File: config.mk
export PLATFORM = sky130hd
export DESIGN_NAME = ters_calc
export DESIGN_NICKNAME = d
export VERILOG_FILES = /design/src/hw/rtl/ters_pkg.sv /design/src/hw/rtl/ters_calc.sv
export SDC_FILE = /design/constraint.sdc
export NUM_CORES = 2
export LEC_CHECK = 0
export BUFFER_PORTS_ARGS = -buffer_cell sky130_fd_sc_hd__buf_4
export CORE_ASPECT_RATIO = 1.75
export CORE_MARGIN = 3
export CORE_UTILIZATION = 24
export CTS_CLUSTER_DIAMETER = 200
export DETAILED_ROUTE_END_ITERATION = 12
export SYNTH_ARGS = -nofsm -noshare
export SYNTH_HDL_FRONTEND = slang
export SYNTH_SLANG_ARGS = --single-unit
File: constraint.sdc
create_clock -name clk -period 8.95 [get_ports clk]
set_input_delay 0.895 -clock clk [delete_from_list [all_inputs] [get_ports clk]]
set_output_delay 0.895 -clock clk [all_outputs]
set_load 0.1 [all_outputs]
File: src/hw/rtl/ters_pkg.sv
`timescale 1ns / 1ps
// ----------------------------------------------------------------------------
// ters_pkg
// Shared types and constants of the thermal erosion stencil.
// ----------------------------------------------------------------------------
package ters_pkg;

  // Fixed field widths
  localparam int SED_W      = 24;
  localparam int CFG_IDX_W  = 3;
  localparam int CFG_DATA_W = 16;

  // Saturation bounds of the sediment field
  localparam int SED_MAX = 8388607;
  localparam int SED_MIN = -8388608;

  // Neighbor weights: axial terms are a shift, diagonals multiply by 0.707 in Q0.10
  localparam int AXIAL_SHIFT = 10;
  localparam int DIAG_WEIGHT = 724;

  // Configuration register indexes
  typedef enum logic [CFG_IDX_W-1:0] {
    REG_RASTER_WIDTH  = 3'd0,
    REG_RASTER_HEIGHT = 3'd1,
    REG_HEIGHT_SCALE  = 3'd2,
    REG_THRESH_X      = 3'd3,
    REG_THRESH_Z      = 3'd4,
    REG_THRESH_DIAG   = 3'd5,
    REG_RATE          = 3'd6
  } ters_reg_t;

  // Window taps in read order: center first, then the eight neighbors
  localparam logic [3:0] TAP_CENTER = 4'd0;
  localparam logic [3:0] TAP_LEFT   = 4'd1;
  localparam logic [3:0] TAP_RIGHT  = 4'd2;
  localparam logic [3:0] TAP_TOP    = 4'd3;
  localparam logic [3:0] TAP_BOT    = 4'd4;
  localparam logic [3:0] TAP_TOP_LF = 4'd5;
  localparam logic [3:0] TAP_TOP_RT = 4'd6;
  localparam logic [3:0] TAP_BOT_LF = 4'd7;
  localparam logic [3:0] TAP_BOT_RT = 4'd8;

  // Result jobs an item can cause, in emission order
  localparam logic [1:0] JOB_PREV_LEFT = 2'd0;
  localparam logic [1:0] JOB_PREV_HERE = 2'd1;
  localparam logic [1:0] JOB_LAST_LEFT = 2'd2;
  localparam logic [1:0] JOB_LAST_HERE = 2'd3;

  // Arithmetic settings
  typedef struct packed {
    logic [15:0] height_scale;
    logic [15:0] thresh_x;
    logic [15:0] thresh_z;
    logic [15:0] thresh_diag;
    logic [15:0] rate;
  } ters_cfg_t;

  // Tap tag that travels alongside the memory read data
  typedef struct packed {
    logic       valid;
    logic [3:0] tap;
  } ters_tap_t;

endpackage

File: src/hw/rtl/ters_calc.sv
`timescale 1ns / 1ps
// ----------------------------------------------------------------------------
// ters_calc
// Erosion datapath: takes the center and eight neighbor heights one per
// cycle, accumulates thresholded slopes, then scales, clamps and saturates.
// ----------------------------------------------------------------------------
module ters_calc #(
  parameter int HEIGHT_BITS = 16
) (
  input  logic                              clk,
  input  logic                              rst,
  input  ters_pkg::ters_cfg_t               cfg,
  input  ters_pkg::ters_tap_t               tap,
  input  logic [HEIGHT_BITS-1:0]            hdata,
  input  logic signed [ters_pkg::SED_W-1:0] sdata,
  output logic                              res_valid,
  output logic [HEIGHT_BITS-1:0]            new_height,
  output logic signed [ters_pkg::SED_W-1:0] new_sediment,
  output logic                              overflow,
  output logic                              changed
);

  localparam int HB   = HEIGHT_BITS;
  localparam int SW_  = ters_pkg::SED_W;
  localparam int DW   = HB + 18;          // scaled difference
  localparam int ACW  = HB + 20;          // sum of four differences
  localparam int SW   = HB + 31;          // weighted sum
  localparam int M8W  = SW - 9;           // magnitude in Q.8
  localparam int PW   = M8W + 16;         // magnitude times rate
  localparam int LW   = HB + 23;          // clamp limit
  localparam int EW   = HB + 26;          // sediment working width

  localparam logic signed [11:0]   DIAG_W  = 12'(ters_pkg::DIAG_WEIGHT);
  localparam logic signed [EW-1:0] SED_HI  = EW'(ters_pkg::SED_MAX);
  localparam logic signed [EW-1:0] SED_LO  = EW'(ters_pkg::SED_MIN);

  // Stage 1: capture center, form scaled difference
  logic [HB-1:0]          orig;
  logic signed [SW_-1:0]  sed;
  logic signed [HB:0]     diff;
  logic signed [16:0]     scale_s;
  logic signed [DW-1:0]   dh_next;
  logic signed [DW-1:0]   dh;
  logic                   s1_valid;
  logic [3:0]             s1_tap;

  assign diff    = $signed({1'b0, orig}) - $signed({1'b0, hdata});
  assign scale_s = $signed({1'b0, cfg.height_scale});
  assign dh_next = scale_s * diff;

  always_ff @(posedge clk) begin
    if (rst) begin
      s1_valid <= 1'b0;
    end else begin
      s1_valid <= tap.valid;
    end
  end

  always_ff @(posedge clk) begin
    s1_tap <= tap.tap;
    if (tap.valid) begin
      if (tap.tap == ters_pkg::TAP_CENTER) begin
        orig <= hdata;
        sed  <= sdata;
      end else begin
        dh <= dh_next;
      end
    end
  end

  // Stage 2: threshold test and accumulate axial / diagonal sums
  logic [15:0]            thr;
  logic                   axial;
  logic [DW-1:0]          adh;
  logic signed [ACW-1:0]  acc_a;
  logic signed [ACW-1:0]  acc_d;

  always_comb begin
    case (s1_tap)
      ters_pkg::TAP_LEFT, ters_pkg::TAP_RIGHT: begin
        thr   = cfg.thresh_x;
        axial = 1'b1;
      end
      ters_pkg::TAP_TOP, ters_pkg::TAP_BOT: begin
        thr   = cfg.thresh_z;
        axial = 1'b1;
      end
      default: begin
        thr   = cfg.thresh_diag;
        axial = 1'b0;
      end
    endcase
  end

  assign adh = dh[DW-1] ? DW'(-dh) : DW'(dh);

  always_ff @(posedge clk) begin
    if (s1_valid) begin
      if (s1_tap == ters_pkg::TAP_CENTER) begin
        acc_a <= '0;
        acc_d <= '0;
      end else if (adh > DW'({thr, 8'h00})) begin
        if (axial) begin
          acc_a <= acc_a + ACW'(dh);
        end else begin
          acc_d <= acc_d + ACW'(dh);
        end
      end
    end
  end

  // Final stages, tracked by a valid shift line
  logic [4:0] fin;
  always_ff @(posedge clk) begin
    if (rst) begin
      fin <= '0;
    end else begin
      fin <= {fin[3:0], s1_valid && (s1_tap == ters_pkg::TAP_BOT_RT)};
    end
  end

  // F1: diagonal weighting
  logic signed [SW-1:0]  dwt_next;
  logic signed [SW-1:0]  dwt;
  logic signed [ACW-1:0] acc_a_q;
  assign dwt_next = acc_d * DIAG_W;

  always_ff @(posedge clk) begin
    if (fin[0]) begin
      dwt     <= dwt_next;
      acc_a_q <= acc_a;
    end
  end

  // F2: total, magnitude rounded to Q.8
  logic signed [SW-1:0] sum;
  logic [SW-1:0]        mag;
  logic [SW:0]          magr;
  logic [M8W-1:0]       mag8;
  logic                 neg;

  assign sum  = (SW'(acc_a_q) <<< ters_pkg::AXIAL_SHIFT) + dwt;
  assign mag  = sum[SW-1] ? SW'(-sum) : SW'(sum);
  assign magr = {1'b0, mag} + (SW+1)'(512);

  always_ff @(posedge clk) begin
    if (fin[1]) begin
      neg  <= sum[SW-1];
      mag8 <= magr[SW:10];
    end
  end

  // F3: movement times rate
  logic [PW-1:0] prod_next;
  logic [PW-1:0] prod;
  assign prod_next = PW'(mag8) * PW'(cfg.rate);

  always_ff @(posedge clk) begin
    if (fin[2]) begin
      prod <= prod_next;
    end
  end

  // F4: clamp to half height, round, apply and saturate
  logic [LW-1:0]          limit;
  logic [LW-1:0]          p;
  logic [LW:0]            psum;
  logic [HB-1:0]          m;
  logic [HB:0]            hsum;
  logic [HB-1:0]          hnew;
  logic                   hovf;
  logic signed [EW-1:0]   sed_x;
  logic signed [EW-1:0]   m_x;
  logic signed [EW-1:0]   swide;
  logic signed [SW_-1:0]  snew;
  logic                   sovf;

  always_comb begin
    limit = {orig, 23'd0};
    p     = (prod > PW'(limit)) ? limit : LW'(prod);
    psum  = {1'b0, p} + (LW+1)'(24'h800000);
    m     = psum[LW:24];
    if (neg) begin
      hsum = {1'b0, orig} + {1'b0, m};
    end else begin
      hsum = {1'b0, orig} - {1'b0, m};
    end
    hovf  = hsum[HB];
    hnew  = hovf ? '1 : hsum[HB-1:0];
    sed_x = EW'(sed);
    m_x   = $signed(EW'(m));
    swide = neg ? (sed_x - m_x) : (sed_x + m_x);
    sovf  = 1'b0;
    if (swide > SED_HI) begin
      snew = SW_'(SED_HI);
      sovf = 1'b1;
    end else if (swide < SED_LO) begin
      snew = SW_'(SED_LO);
      sovf = 1'b1;
    end else begin
      snew = SW_'(swide);
    end
  end

  always_ff @(posedge clk) begin
    if (fin[3]) begin
      new_height   <= hnew;
      new_sediment <= snew;
      overflow     <= hovf || sovf;
      changed      <= (hnew != orig) || (snew != sed);
    end
  end

  assign res_valid = fin[4];

endmodule

==> summary.md <==
| Metric | Value |
|---|---|
| Max_cap viols | `0` |
| Die span in x | `381 um` |
| Area Overhead vs Synth | `15.5%` |
| Vias | `47500` |
| Sequential share of the synthesized area | `18.7%` |
| Cell Area, Synth | `59200 um^2` |
| Primary FF master, synth | `edfxtp_1` |
| Slew HR | `between 10% and 20%` |
| Final WS setup | `307 ps` |
| Yosys cell types | `96` |
| CP endpoint kind | `flop` |
| First-pass GRT wire length | `roughly 280000 um` |
| Critical Path AT | `8960 ps` |
| Max FO, Critical Path | `10` |
| Clk slew on worst S/H paths | `60 ps` |
| Vias in the first global route | `51600` |
| Gate count after technology mapping | `around 6400` |
| F_max | `0.116 GHz` |
| Yosys warns | `0` |
| Number of enable flip-flop cells after synthesis | `around 360` |
| PortBufs | `169` |
| Drt drc | `0` |
| Filler instances | `25700` |
| Hold Crit Start | `tap[0]` |
| Pre-CTS WS | `-1210 ps` |
| CTS Hold Bufs | `0` |
| Fin crit period | `between 8000 and 9000 ps` |
| I/O pins | `170` |
| Starting Density | `24.2%` |
| Hold crit path type | `input pin to flop` |
| Largest net degree at the start of global routing | `63` |
| Fin crit share | `around 97%` |
| Remaining global-route overflow | `0` |
| Inserted Clock Buffers | `44` |
| Worst Hold Endpoint | `s1_tap[0]` |
| Syn Area/Cell | `approximately 9.3 um^2` |
| Core area | `between 200000 and 250000 um^2` |
| RR Endpoint | `changed` |
| Die area | `approximately 250000 um^2` |
| Crit path launch type | `flop` |
| Final instance area | `68300 um^2` |
| CP required | `9270 ps` |
| Most used cell, CP | `buf_4` |
| CTS sink cnt | `approximately 370` |
| Clock Skews | `41.4 ps` |
| Die Y-Extent | `663 um` |
| Max-slew violations | `0` |
| Worst-Skew Late Latency | `640 ps` |
| Routed Antenna Nets | `0` |
| Worst r2r path cells | `47` |
| Setup TNS | `0 ps` |
| WHS Path Cells | `1` |
| #FFs+latches synth | `372` |
| DR WL/cell | `18.2 um` |
| Kind of critical path | `flop to flop` |
| Root Driver | `clkbuf_16` |
| Routed wire length | `between 150000 and 200000 um` |
| Area of the multi-input gates | `44500 um^2` |
| CTS tree | `done` |
| # setup viols final | `0` |
| Initial DRC Count | `2444` |
| Num rows | `240` |
| Measured slew at the worst slew-check pin | `around 1200 ps` |
| Slowest cell on the critical path | `edfxtp_1` |
| Register area | `roughly 11000 um^2` |
| Reg2Reg Setup Slack | `about 310 ps` |
| Avg Vias per Cell | `4.76` |
| Layout cells sized above 1 | `around 11%` |
| Layout net count | `8230` |
| Hold Violations, Final | `0` |
| DRT Pass-1 Iters | `6` |
| Async S/R FF share, synth | `0%` |
| Post-placement cell area | `65800 um^2` |
| Worst reg2reg startpoint | `orig[6]` |
| GP Congestion | `a little over 0.9` |
| Clk buf depth | `3` |
| H-tree lvl count | `2` |
| Syn Nets | `approximately 7900` |
| Status | `completed` |
| Gr usage total | `between 10% and 20%` |
| Crit-path max cell delay | `490 ps` |
| Final Util | `27.9%` |
| Hpwl dp | `148000 um` |
| Initial antenna violation count | `7` |
[cell families after synthesis]
kind of cell | after synthesis | synth area share (%)
fa+ha+maj | 1437 | 40.7
xor+xnor | 342 | 5.08
buf+inv | 1138 | 7.25
flops | 372 | 18.7
simple gates | 2066 | 16.8
compound gates | 987 | 11.0
mux | 24 | 0.412
other cells | 1 | 0.00634
[cells in the final DEF, fill, tap and decap left out, types with 21 or more instances in the layout]
cell / count
buf_4: 480
nand3_1: 108
ha_1: 591
nor2_1: 317
fa_1: 813
o21ai_0: 196
o21a_1: 62
nor3b_1: 23
o31ai_1: 30
nor4_1: 42
o211ai_1: 23
a21oi_1: 241
edfxtp_1: 362
or3_1: 30
and3_1: 43
inv_1: 901
and2_1: 267
a211oi_1: 33
nand2_1: 825
nand2b_1: 42
mux2i_1: 21
nor2b_1: 77
xor2_1: 115
clkbuf_16: 44
xnor2_1: 218
a21o_1: 83
or2_2: 40
nor3_1: 111
nand4_1: 38
a31oi_1: 24
[registers in the layout, indices dropped and copies added (netlist names)]
| signal | flops |
|---|---|
| changed | 1 |
| neg | 1 |
| s1_valid | 1 |
| sed | 24 |
| fin | 5 |
| orig | 16 |
| acc_a | 36 |
| dh | 34 |
| new_height | 16 |
| s1_tap | 4 |
| new_sediment | 24 |
| prod | 54 |
| dwt | 45 |
| acc_d | 36 |
| acc_a_q | 36 |
| mag8 | 38 |
| overflow | 1 |
[routing by layer]
metal	wire [um]	vias to the layer above	track usage, %
met3	6720	492	1.18
li1	-	21800	-
met5	23	-	0
met2	96300	1312	26.7
met1	66600	23900	15.1
met4	11600	4	8.36
[final cells by class]
class	count	area share, %
diodes	2	0.00732
clock buffers	49	1.64
inverters	910	5.01
clock inverters	32	0.505
flip-flops and latches	372	16.2
multi-input cells	4858	65.1
repair buffers	494	5.54
well taps	3267	5.98
[worst max-delay path: cells and delay by family (launching register included)]
kind / cells / cell delay [ps]
compound gates: 9 / 1740
xor+xnor: 3 / 730
fa+ha+maj: 3 / 920
buf+inv: 23 / 3010
flops: 1 / 490
simple gates: 9 / 1450
[through the flow]
| stage | instances | hold WS [ps] |
|---|---|---|
| finish | 9984 | 385 |
| global route | 9983 | 362 |
| CTS | 9959 | 332 |
| detailed placement | 9851 | 463 |
| global placement | 9851 | 458 |
| floorplan | 6367 | 431 |
[how the worst max path moves through the flow]
stage	endpoint	slack, ps	startpoint
CTS	dh[33]	20	orig[0]
detailed placement	dh[33]	-1210	hdata[0]
global placement	dh[33]	-1210	hdata[0]
floorplan	dh[32]	3	hdata[1]
finish	changed	310	orig[6]
global route	changed	-30	orig[2]
[cells in the mapped netlist, types with 19 or more instances]
cell	number	share of area (%)
a211oi_1	39	0.49
a21boi_0	25	0.32
a21o_1	83	1.1
a21oi_1	255	2.2
a31oi_1	28	0.30
and2_1	268	2.8
and3_1	43	0.45
buf_1	19	0.12
clkbuf_1	205	1.3
edfxtp_1	362	18
fa_1	818	28
ha_1	605	13
inv_1	910	5.8
mux2i_1	21	0.36
nand2_1	830	5.3
nand2b_1	42	0.44
nand3_1	109	0.92
nand4_1	38	0.40
nor2_1	321	2.0
nor2b_1	79	0.84
nor3_1	118	1.0
nor3b_1	25	0.32
nor4_1	47	0.50
o211ai_1	23	0.29
o21a_1	62	0.79
o21ai_0	216	1.8
o21bai_1	19	0.24
o31ai_1	33	0.42
or2_2	40	0.42
or3_1	31	0.33
or4_1	19	0.24
xnor2_1	223	3.3
xor2_1	118	1.7
[repair_timing]
item | in CTS | in global routing
pin swaps | 15 | 64
cloned | 1 | 1
endpoints found under the setup margin | 15 | 20
hold endpoints to repair | 0 | 0
buffers inserted | 26 | 23
resized for setup | 28 | 129
Power is left out: the tool's default activity adds up to more than one toggle a clock period on the data nets, which glitch-free logic cannot reach.
